`src/design/hec_ram.sv`:
```
// Generic single-port RAM with a registered read.
module hec_ram #(
  parameter int WIDTH = 8,
  parameter int DEPTH = 16
) (
  input  logic                     clk,
  input  logic                     we,
  input  logic [$clog2(DEPTH)-1:0] addr,
  input  logic [WIDTH-1:0]         wdata,
  output logic [WIDTH-1:0]         rdata
);

  logic [WIDTH-1:0] mem [DEPTH];

  // Write at the address; the registered read returns the old contents.
  always_ff @(posedge clk) begin
    if (we) begin
      mem[addr] <= wdata;
    end
    rdata <= mem[addr];
  end

endmodule

```
`config.mk`:
```
export PLATFORM = sky130hd
export DESIGN_NAME = hec_ram
export DESIGN_NICKNAME = d
export VERILOG_FILES = /design/src/design/hec_ram.sv
export SDC_FILE = /design/constraint.sdc
export NUM_CORES = 1
export LEC_CHECK = 0
export BUFFER_PORTS_ARGS = -buffer_cell sky130_fd_sc_hd__buf_2
export CORE_UTILIZATION = 54
export CTS_CLUSTER_SIZE = 25
export DETAILED_ROUTE_END_ITERATION = 16
export PLACE_DENSITY_LB_ADDON = 0.25
export SLEW_MARGIN = 15
export SYNTH_ARGS = -nofsm -noshare
export SYNTH_HDL_FRONTEND = slang
export SYNTH_SLANG_ARGS = --single-unit
```
`constraint.sdc`:
```
create_clock -name clk -period 1.7 [get_ports clk]
set_input_delay 0.085 -clock clk [delete_from_list [all_inputs] [get_ports clk]]
set_output_delay 0.085 -clock clk [all_outputs]
set_load 0.005 [all_outputs]
```
==> results of run 1 <==
## cell families (layout without fill, tap and decap cells)
logic type	count (synthesis)	after routing
flip-flops	136	136
multiplexers	32	32
buffers and inverters	11	83
AO/OA/AOI/OAI	16	16
AND/OR/NAND/NOR	35	35
## registers in the layout (all words and copies together), names as in the netlist
name   cells
mem      128
rdata      8
## cells in the mapped netlist (4+ instances only)
cell,n
edfxtp_1,128
dfxtp_1,8
nand2_1,9
a22oi_1,16
nor2_1,13
nor3_1,4
buf_1,4
mux4_2,32
## power by group through the flow
stage | clock [mW] | sequential [mW] | combinational [mW]
finish | 3.79 | 3.77 | 0.364
global route | 3.99 | 3.78 | 0.394
CTS | 3.86 | 3.77 | 0.371
detailed placement | 0 | 3.84 | 0.352
global placement | 0 | 3.84 | 0.343
floorplan | 0 | 3.84 | 0.193
## worst paths after layout
path               from  endpoint  slack (ns)  cells after the start
min reg2reg  mem[12][5]  rdata[5]        0.68                      3
max          mem[11][6]  rdata[6]        0.38                      3
min             addr[3]  rdata[6]        0.17                      5
max reg2reg  mem[11][6]  rdata[6]        0.38                      3
## through the flow
stage	area, um2	total power, mW	setup WS (ns)	util	hold slack, ns
2_1_floorplan	5070	4.03	0.122	-	0.184
3_3_place_gp	5450	4.18	0.252	0.613	0.464
3_5_place_dp	5450	4.20	0.246	0.613	0.464
4_1_cts	6150	8.00	0.358	0.692	0.145
5_1_grt	6150	8.17	0.325	0.692	0.199
6_report	6150	7.92	0.383	0.692	0.173
## cell type report
class	instances	area, um2	area share
Clock buffer	18	428	0.0695
Clock inverter	14	195	0.0317
Multi-Input combinational cell	83	1000	0.163
Sequential cell	136	4000	0.651
Tap cell	108	135	0.0220
Timing Repair Buffer	51	388	0.0630
## per-layer routing
layer  wire length (um)  GRT usage  vias up
li1                   -          -     1080
met4                 82     0.0804        0
met3                496     0.0681        6
met1               4040      0.296     1239
met5                  0          0        -
met2               4940      0.350       75
## layout by cell type, fill, tap and decap left out, drive strengths merged, types with 3 or more instances in the layout
| cell | count |
|---|---|
| a22oi | 16 |
| buf | 43 |
| bufinv | 4 |
| clkbuf | 18 |
| clkinv | 4 |
| clkinvlp | 3 |
| dfxtp | 8 |
| dlygate4sd3 | 8 |
| edfxtp | 128 |
| inv | 3 |
| mux4 | 32 |
| nand2 | 9 |
| nor2 | 13 |
| nor3 | 4 |
## repair_timing
item | in CTS | in global routing
buffers inserted | 0 | 0
hold buffers | 8 | 0
setup endpoints to repair | 0 | 0
hold endpoints to repair | 128 | 0
## worst register-to-register path, stage by stage (launching register included)
cell and delay, ns:
edfxtp_1 0.38, mux4_2 0.49, a22oi_1 0.26, nand2_1 0.07
==> metrics, run 1 <==
Critical Path Max Stage Delay=roughly 0.49 ns; Seq/Total Area, Yosys=0.790; max_cap viols=0; Final Non-Filler Cells=~400; post-synth top area share=0.759; EDFF count, synth=~130; Power Density=1290 nW/um2; worst slew pin tran=approximately 0.56 ns; CTS tree=built; RD Place Congestion=just over 0.7; flops & latches, synth=approximately 140; area share of and/or/nand/nor cells after synthesis=0.0321; top_reg_cell synth=edfxtp_1; Hold Vio Cnt, Final=0; post-synthesis mux area share=0.142; Final Max Slew Viols=0; Net Sw Frac=0.199; ANT cells=0; remaining antenna violation count=0; Die Ht=approximately 100 um; post-synthesis adder-cell area fraction=0; via count=2400; final wirelength=approximately 9600 um; RSZ-0062 raised after global routing=false; drt drc=0; crit-path cells=mux4_2, a22oi_1, nand2_1; # H-tree levels=4; Netlist cell types=18; Clock Skew=around 0.007 ns; clock share of power=0.478; Rows=34; Area contributors post-synth=edfxtp_1 (76%), mux4_2 (14%), dfxtp_1 (3.2%), a22oi_1 (2.4%), nor2_1 (0.96%); worst min-delay path class=in2reg; Worst EP arrival=about 1.7 ns; CP Capture Type=register; family with the most delay on the worst path=multiplexers; largest net degree at the start of global routing=40; CTS Root Cell=clkbuf_8; status=complete, no violations; Compound-Gate Fraction of Synth Area=0.0237; GRT Total Usage=0.222; die width=around 99 um; DRT iter0 DRCs=about 110; slowest CP cell=mux4_2; CP max FO=1; period utilisation layout=0.775; area grow syn2layout=21.4%; WP buf/inv=0; Req. time, crit path=between 2 and 2.5 ns; 1st-pass router iterations=4; Synth Warn #=0; clk buf depth=2; LEAKAGE=just over 2 nW; # IOs=22; Synth Instances=230; Min Clock Period, post-route=1.32 ns; core area=between 8000 and 9000 um2; Finish-stage setup viols=0; initial core utilization=0.570; area leader, netlist=edfxtp_1; GRT overflow=0; post-synthesis xor/xnor area fraction=0; cell area after synthesis=about 5100 um2; post-synth net total=roughly 240; max frequency=759 MHz; Inserted Clock Buffers=17; Peak supply drop=0.000733 V; logic gate share of total power=0.046; Reg power frac=0.476; initial antenna violation count=0; vias in the first global route=between 2000 and 3000; kind of critical path=reg2reg; worst-skew pair later-pin latency=0.51 ns; setup tns final=0 ns; CTS clk-pin slew, worst paths=0.06 ns; number of fill cells=a little over 500; main combinational cell family by area after synthesis=multiplexers; fraction of registers with async set/reset=0; post-detail-place hpwl=5810 um; clk sinks=approximately 140; Psw=about 1.6 mW; Post-CTS Resized=0; internal power=between 6 and 7 mW; fin nets=between 300 and 400; Slew headroom=0.625; port buffer count=21; Vias per Instance=around 6; share of layout cells above drive strength 1=0.354; routed len/inst=roughly 23 um; Die Area=a little under 10000 um2; CP Launch Type=register; first-pass GRT wire length=14900 um; Syn Area/Cell=approximately 22 um2; cell count after placement=370
(Power assumes the default switching activity.)
==> run 2: changes to the inputs <==
- CORE_UTILIZATION: 54 -> 58
- clock period: 1.7 -> 1.34 ns (I/O delays scaled with it)
==> run 2 against run 1 <==
  * Flip-flop and latch count unchanged
  * Non-clock buffer count up 15
  * Die area down 6.8%
  * Clock skew about the same
  * Critical path depth did not move
  * Global-route usage grew 3.8 points
  * Critical endpoint is now rdata[2]
==> metrics, run 2 (synthesis results as in run 1) <==
1st-pass router iterations=4; GRT Total Usage=0.259; max reg flops=between 100 and 150; Hold Vio Cnt, Final=0; CTS Root Cell=clkbuf_8; # IOs=22; CP Launch Type=register; setup tns final=0 ns; Setup Buffers After CTS=0; Peak supply drop=0.00115 V; fin nets=318; Vias per Instance=around 6.1; Finish-stage setup viols=0; remaining antenna violation count=0; max_cap viols=0; internal power=between 7 and 8 mW; max frequency=763 MHz; RD Place Congestion=around 0.78; port buffer count=21; CTS tree=built; clock share of power=0.452; Rows=33; worst-skew pair later-pin latency=0.52 ns; Power Density=around 1500 nW/um2; vias in the first global route=about 2600; logic gate share of total power=0.055; DRT iter0 DRCs=between 200 and 300; post-detail-place hpwl=6270 um; Inserted Clock Buffers=17; family with the most delay on the worst path=multiplexers; Net Sw Frac=0.226; Final Max Slew Viols=0; CTS clk-pin slew, worst paths=about 0.070 ns; Min Clock Period, post-route=about 1.3 ns; final wirelength=approximately 10000 um; top flop regs=mem x128, rdata x8; drt drc=0; die width=around 95 um; initial antenna violation count=0; RSZ-0062 raised after global routing=true; Slew headroom=0.453; most frequent cells in the layout=edfxtp_1 (128), mux4_2 (32), buf_4 (27); ANT cells=0; CP Capture Type=register; GRT overflow=0; Final Non-Filler Cells=around 420; worst min-delay path class=in2reg; Critical Path Max Stage Delay=between 0.4 and 0.5 ns; largest net degree at the start of global routing=20; initial core utilization=0.608; crit-path cells=mux4_2, a22oi_2, nand2_1; core area=8340 um2; kind of critical path=reg2reg; cell count after placement=between 300 and 400; WP buf/inv=0; register bank with the most flops=mem; slowest CP cell=mux4_2; clk sinks=~140; routed len/inst=24.7 um; share of layout cells above drive strength 1=0.442; Die Area=around 9000 um2; clk buf depth=2; Die Ht=95.5 um; worst slew pin tran=just over 0.8 ns; area grow syn2layout=25.2%; via count=between 2000 and 3000; Reg power frac=0.494; # H-tree levels=4; most common cell after layout, fill and taps aside=edfxtp_1; Worst EP arrival=approximately 1.7 ns; Clock Skew=0.00694 ns; Psw=2.19 mW; status=complete, no violations; LEAKAGE=about 2.1 nW; first-pass GRT wire length=about 15000 um; CP max FO=1; period utilisation layout=0.977; Req. time, crit path=1.74 ns
run 2: cell types whose count changed in the layout (fill, tap and decap cells not counted):
cell       before  now
nor2_1         13    1
nor2_2          0   12
buf_4          19   27
buf_12          3   10
a22oi_1        16   11
a22oi_2         0    5
bufinv_16       4    1
inv_8           0    2
clkbuf_8        2    1
clkinv_4        2    3
inv_6           3    4
nor3_1          4    3
nor3_2          0    1
run 2: per-stage QoR:
step,total power [mW],cell area (um2),setup WS [ns],hold WS (ns),util
after floorplan,5.12,5100,-0.114,0.166,-
after global placement,5.36,5680,-0.125,0.446,0.681
after detailed placement,5.37,5680,-0.150,0.447,0.681
after CTS,9.73,6350,0.000504,0.150,0.761
after global routing,9.96,6350,-0.0268,0.160,0.761
final,9.70,6350,0.0302,0.158,0.761
run 2: power groups by stage:
| stage | Clock (mW) | Combinational, mW | Sequential, mW |
|---|---|---|---|
| after CTS | 4.40 | 0.533 | 4.79 |
| final | 4.38 | 0.530 | 4.79 |
| after detailed placement | 0 | 0.499 | 4.88 |
| after floorplan | 0 | 0.253 | 4.87 |
| after global placement | 0 | 0.486 | 4.87 |
| after global routing | 4.59 | 0.571 | 4.79 |
run 2: final cells by class:
cell class,instances,area (um2)
clock buffer,17,414
clock inverter,15,145
fill,458,1990
multi-input combinational,83,1060
sequential,136,4000
tap,105,131
timing repair buffer,66,588
run 2: final timing paths:
kind / startpoint / endpoint / slack (ns) / cells past startpoint
worst max-delay path: mem[0][2] / rdata[2] / 0.03 / 3
worst min register to register: mem[3][3] / rdata[3] / 0.69 / 3
worst max register to register: mem[0][2] / rdata[2] / 0.03 / 3
worst min-delay path: addr[3] / mem[4][1] / 0.16 / 4
run 2: timing repair:
action,in CTS,in global routing
resized for setup,5,0
pin swaps,1,2
hold endpoints to repair,128,0
setup endpoints to repair,5,2
hold buffers,8,0
run 2: worst register-to-register path, delay by kind of cell (launching register included):
family	cells	cell delay, ns
AND/OR/NAND/NOR	1	0.08
flip-flops	1	0.42
AO/OA/AOI/OAI	1	0.20
multiplexers	1	0.49
run 2: metal layers:
layer | global-route usage | routed length (um)
met1 | 0.361 | 4410
met2 | 0.383 | 5080
met3 | 0.0797 | 753
met4 | 0.114 | 184
met5 | 0 | 0
==> run 3: changes to the inputs <==
- ABC_AREA: not set -> 1
==> run 3 against run 2 <==
  * Non-clock buffer count shrank 13
  * Critical path depth grew 5
  * Hold slack gained 0.0019 ns
  * Synthesized cell count grew 140%
  * Setup slack gained 0.29 ns
  * Total power grew 3.0%
  * Final cell count grew 76%
  * Global-route usage grew 0.38 points
  * Die area grew 10%
  * Sequential power is essentially flat
  * Via count grew 50%
  * Sequential share of layout area shrank 3.2 points
==> metrics, run 3 <==
Power Density=between 1000 and 1500 nW/um2; LEAKAGE=just under 3 nW; area leader, netlist=edfxtp_1; Synth top cells by count=nand2_1 (346), edfxtp_1 (128), inv_1 (21); Core Util, Final=0.720; worst slew pin tran=roughly 0.43 ns; Finish-stage setup viols=0; Clock Skew=between 0.009 and 0.01 ns; main combinational cell family by area after synthesis=simple AND/OR/NAND/NOR gates; count leader, synth=nand2_1; worst-skew pair later-pin latency=approximately 0.52 ns; clk sinks=136; RD Place Congestion=0.850; ANT cells=0; max_cap viols=0; number of fill cells=about 650; Req. time, crit path=between 1.5 and 2 ns; initial core utilization=0.602; post-synthesis xor/xnor area fraction=0; Slew headroom=0.713; most frequent cells in the layout=nand2_1 (346), edfxtp_1 (128), inv_1 (21), buf_2 (21), buf_4 (19); initial antenna violation count=0; die width=100 um; CP max FO=1; CP Launch Type=register; Synth Instances=approximately 550; drt drc=0; Worst EP arrival=1.43 ns; Area contributors post-synth=edfxtp_1 (69%), nand2_1 (23%), dfxtp_1 (2.9%), inv_1 (1.4%), nor2_1 (1.2%); Synth Warn #=0; routed len/inst=about 16 um; worst min-delay path class=in2reg; cell area after synthesis=between 5000 and 6000 um2; GRT Total Usage=0.263; period utilisation layout=0.759; status=complete, no violations; area share of and/or/nand/nor cells after synthesis=0.248; Vias per Instance=approximately 5.2; post-synth top area share=0.687; flops & latches, synth=approximately 140; vias in the first global route=roughly 3900; clk buf depth=2; EDFF count, synth=~130; CTS Root Cell=clkbuf_8; CP Capture Type=register; # IOs=22; Hold Vio Cnt, Final=0; Peak supply drop=~0.0010 V; CTS clk-pin slew, worst paths=roughly 0.06 ns; 1st-pass router iterations=6; core area=9280 um2; port buffer count=21; max reg flops=128; Die Area=around 10000 um2; crit path setup slack, layout=between 0.3 and 0.4 ns; Seq/Total Area, Yosys=0.716; kind of critical path=reg2reg; post-synth net total=about 560; Post-CTS Resized=0; Final Max Slew Viols=0; Rows=35; Die Ht=between 100 and 150 um; first-pass GRT wire length=18900 um; top flop regs=mem x128, rdata x8; post-detail-place hpwl=7270 um; max frequency=slightly below 1000 MHz; Min Clock Period, post-route=slightly above 1 ns; final wirelength=11900 um; fin nets=~600; GRT overflow=0; Setup WS pre-CTS=~0.0037 ns; Syn Area/Cell=between 10 and 15 um2; RSZ-0062 raised after global routing=false; DRT iter0 DRCs=approximately 320; most common cell after layout, fill and taps aside=nand2_1; fraction of registers with async set/reset=0; largest net degree at the start of global routing=49; via count=roughly 3900; # H-tree levels=4; Compound-Gate Fraction of Synth Area=0; post-synthesis mux area share=0; register bank with the most flops=mem; remaining antenna violation count=0; Netlist cell types=11; CTS tree=built; share of layout cells above drive strength 1=0.139; top_reg_cell synth=edfxtp_1; Inserted Clock Buffers=17; post-synthesis adder-cell area fraction=0; area grow syn2layout=19.5%
[run 3: cell type report]
cell class	instances	area (um2)	share of cell area
Timing Repair Buffer	53	428	0.0640
Clock buffer	20	445	0.0667
Inverter	23	86.3	0.0129
Tap cell	129	161	0.0242
Multi-Input combinational cell	368	1410	0.210
Clock inverter	12	150	0.0225
Sequential cell	136	4000	0.599
[run 3: final timing paths]
path,startpoint,slack [ns],to,cells past startpoint
setup reg to reg,mem[13][5],0.32,rdata[5],8
hold / removal,addr[2],0.16,rdata[6],7
setup / recovery,mem[13][5],0.32,rdata[5],8
hold reg to reg,mem[8][1],0.71,rdata[1],8
[run 3: through the flow]
step / instance area [um2] / cells / power (mW) / setup TNS (ns) / hold WS [ns]
floorplan: 5610 / 548 / 5.20 / -6.01 / 0.166
global placement: 6010 / 701 / 5.44 / 0 / 0.445
detailed placement: 6010 / 701 / 5.46 / 0 / 0.444
CTS: 6680 / 741 / 10.0 / 0 / 0.137
global route: 6680 / 741 / 10.3 / 0 / 0.176
finish: 6680 / 741 / 9.99 / 0 / 0.160
[run 3: layer usage]
metal	track usage	vias to the layer above	part of all wire
met3	0.0606	30	0.067
met2	0.433	138	0.50
met4	0.129	0	0.027
met1	0.332	1853	0.40
met5	0	-	0
li1	-	1858	-
[run 3: what timing repair did]
| action | in CTS | in global routing |
|---|---|---|
| hold buffers | 8 | 0 |
| buffers inserted | 0 | 0 |
| endpoints found under the hold margin | 102 | 0 |
[run 3: worst max-delay path, stage by stage, from the launching register on]
cell      delay [ns]
edfxtp_1        0.38
nand2_1         0.09
nand2_1         0.05
nand2_1         0.05
nand2_1         0.07
nand2_1         0.09
nand2_1         0.07
inv_1           0.06
nand2_1         0.05
[run 3: report_power, final]
| group | switching (mW) | total [mW] | internal, mW |
|---|---|---|---|
| combinational | 0.418 | 0.615 | 0.197 |
| sequential | 0.0241 | 4.78 | 4.76 |
| clock | 1.67 | 4.60 | 2.93 |
[run 3: cell families after synthesis]
family | after synthesis
buffers and inverters | 44
DFF | 136
and+or+nand+nor | 368
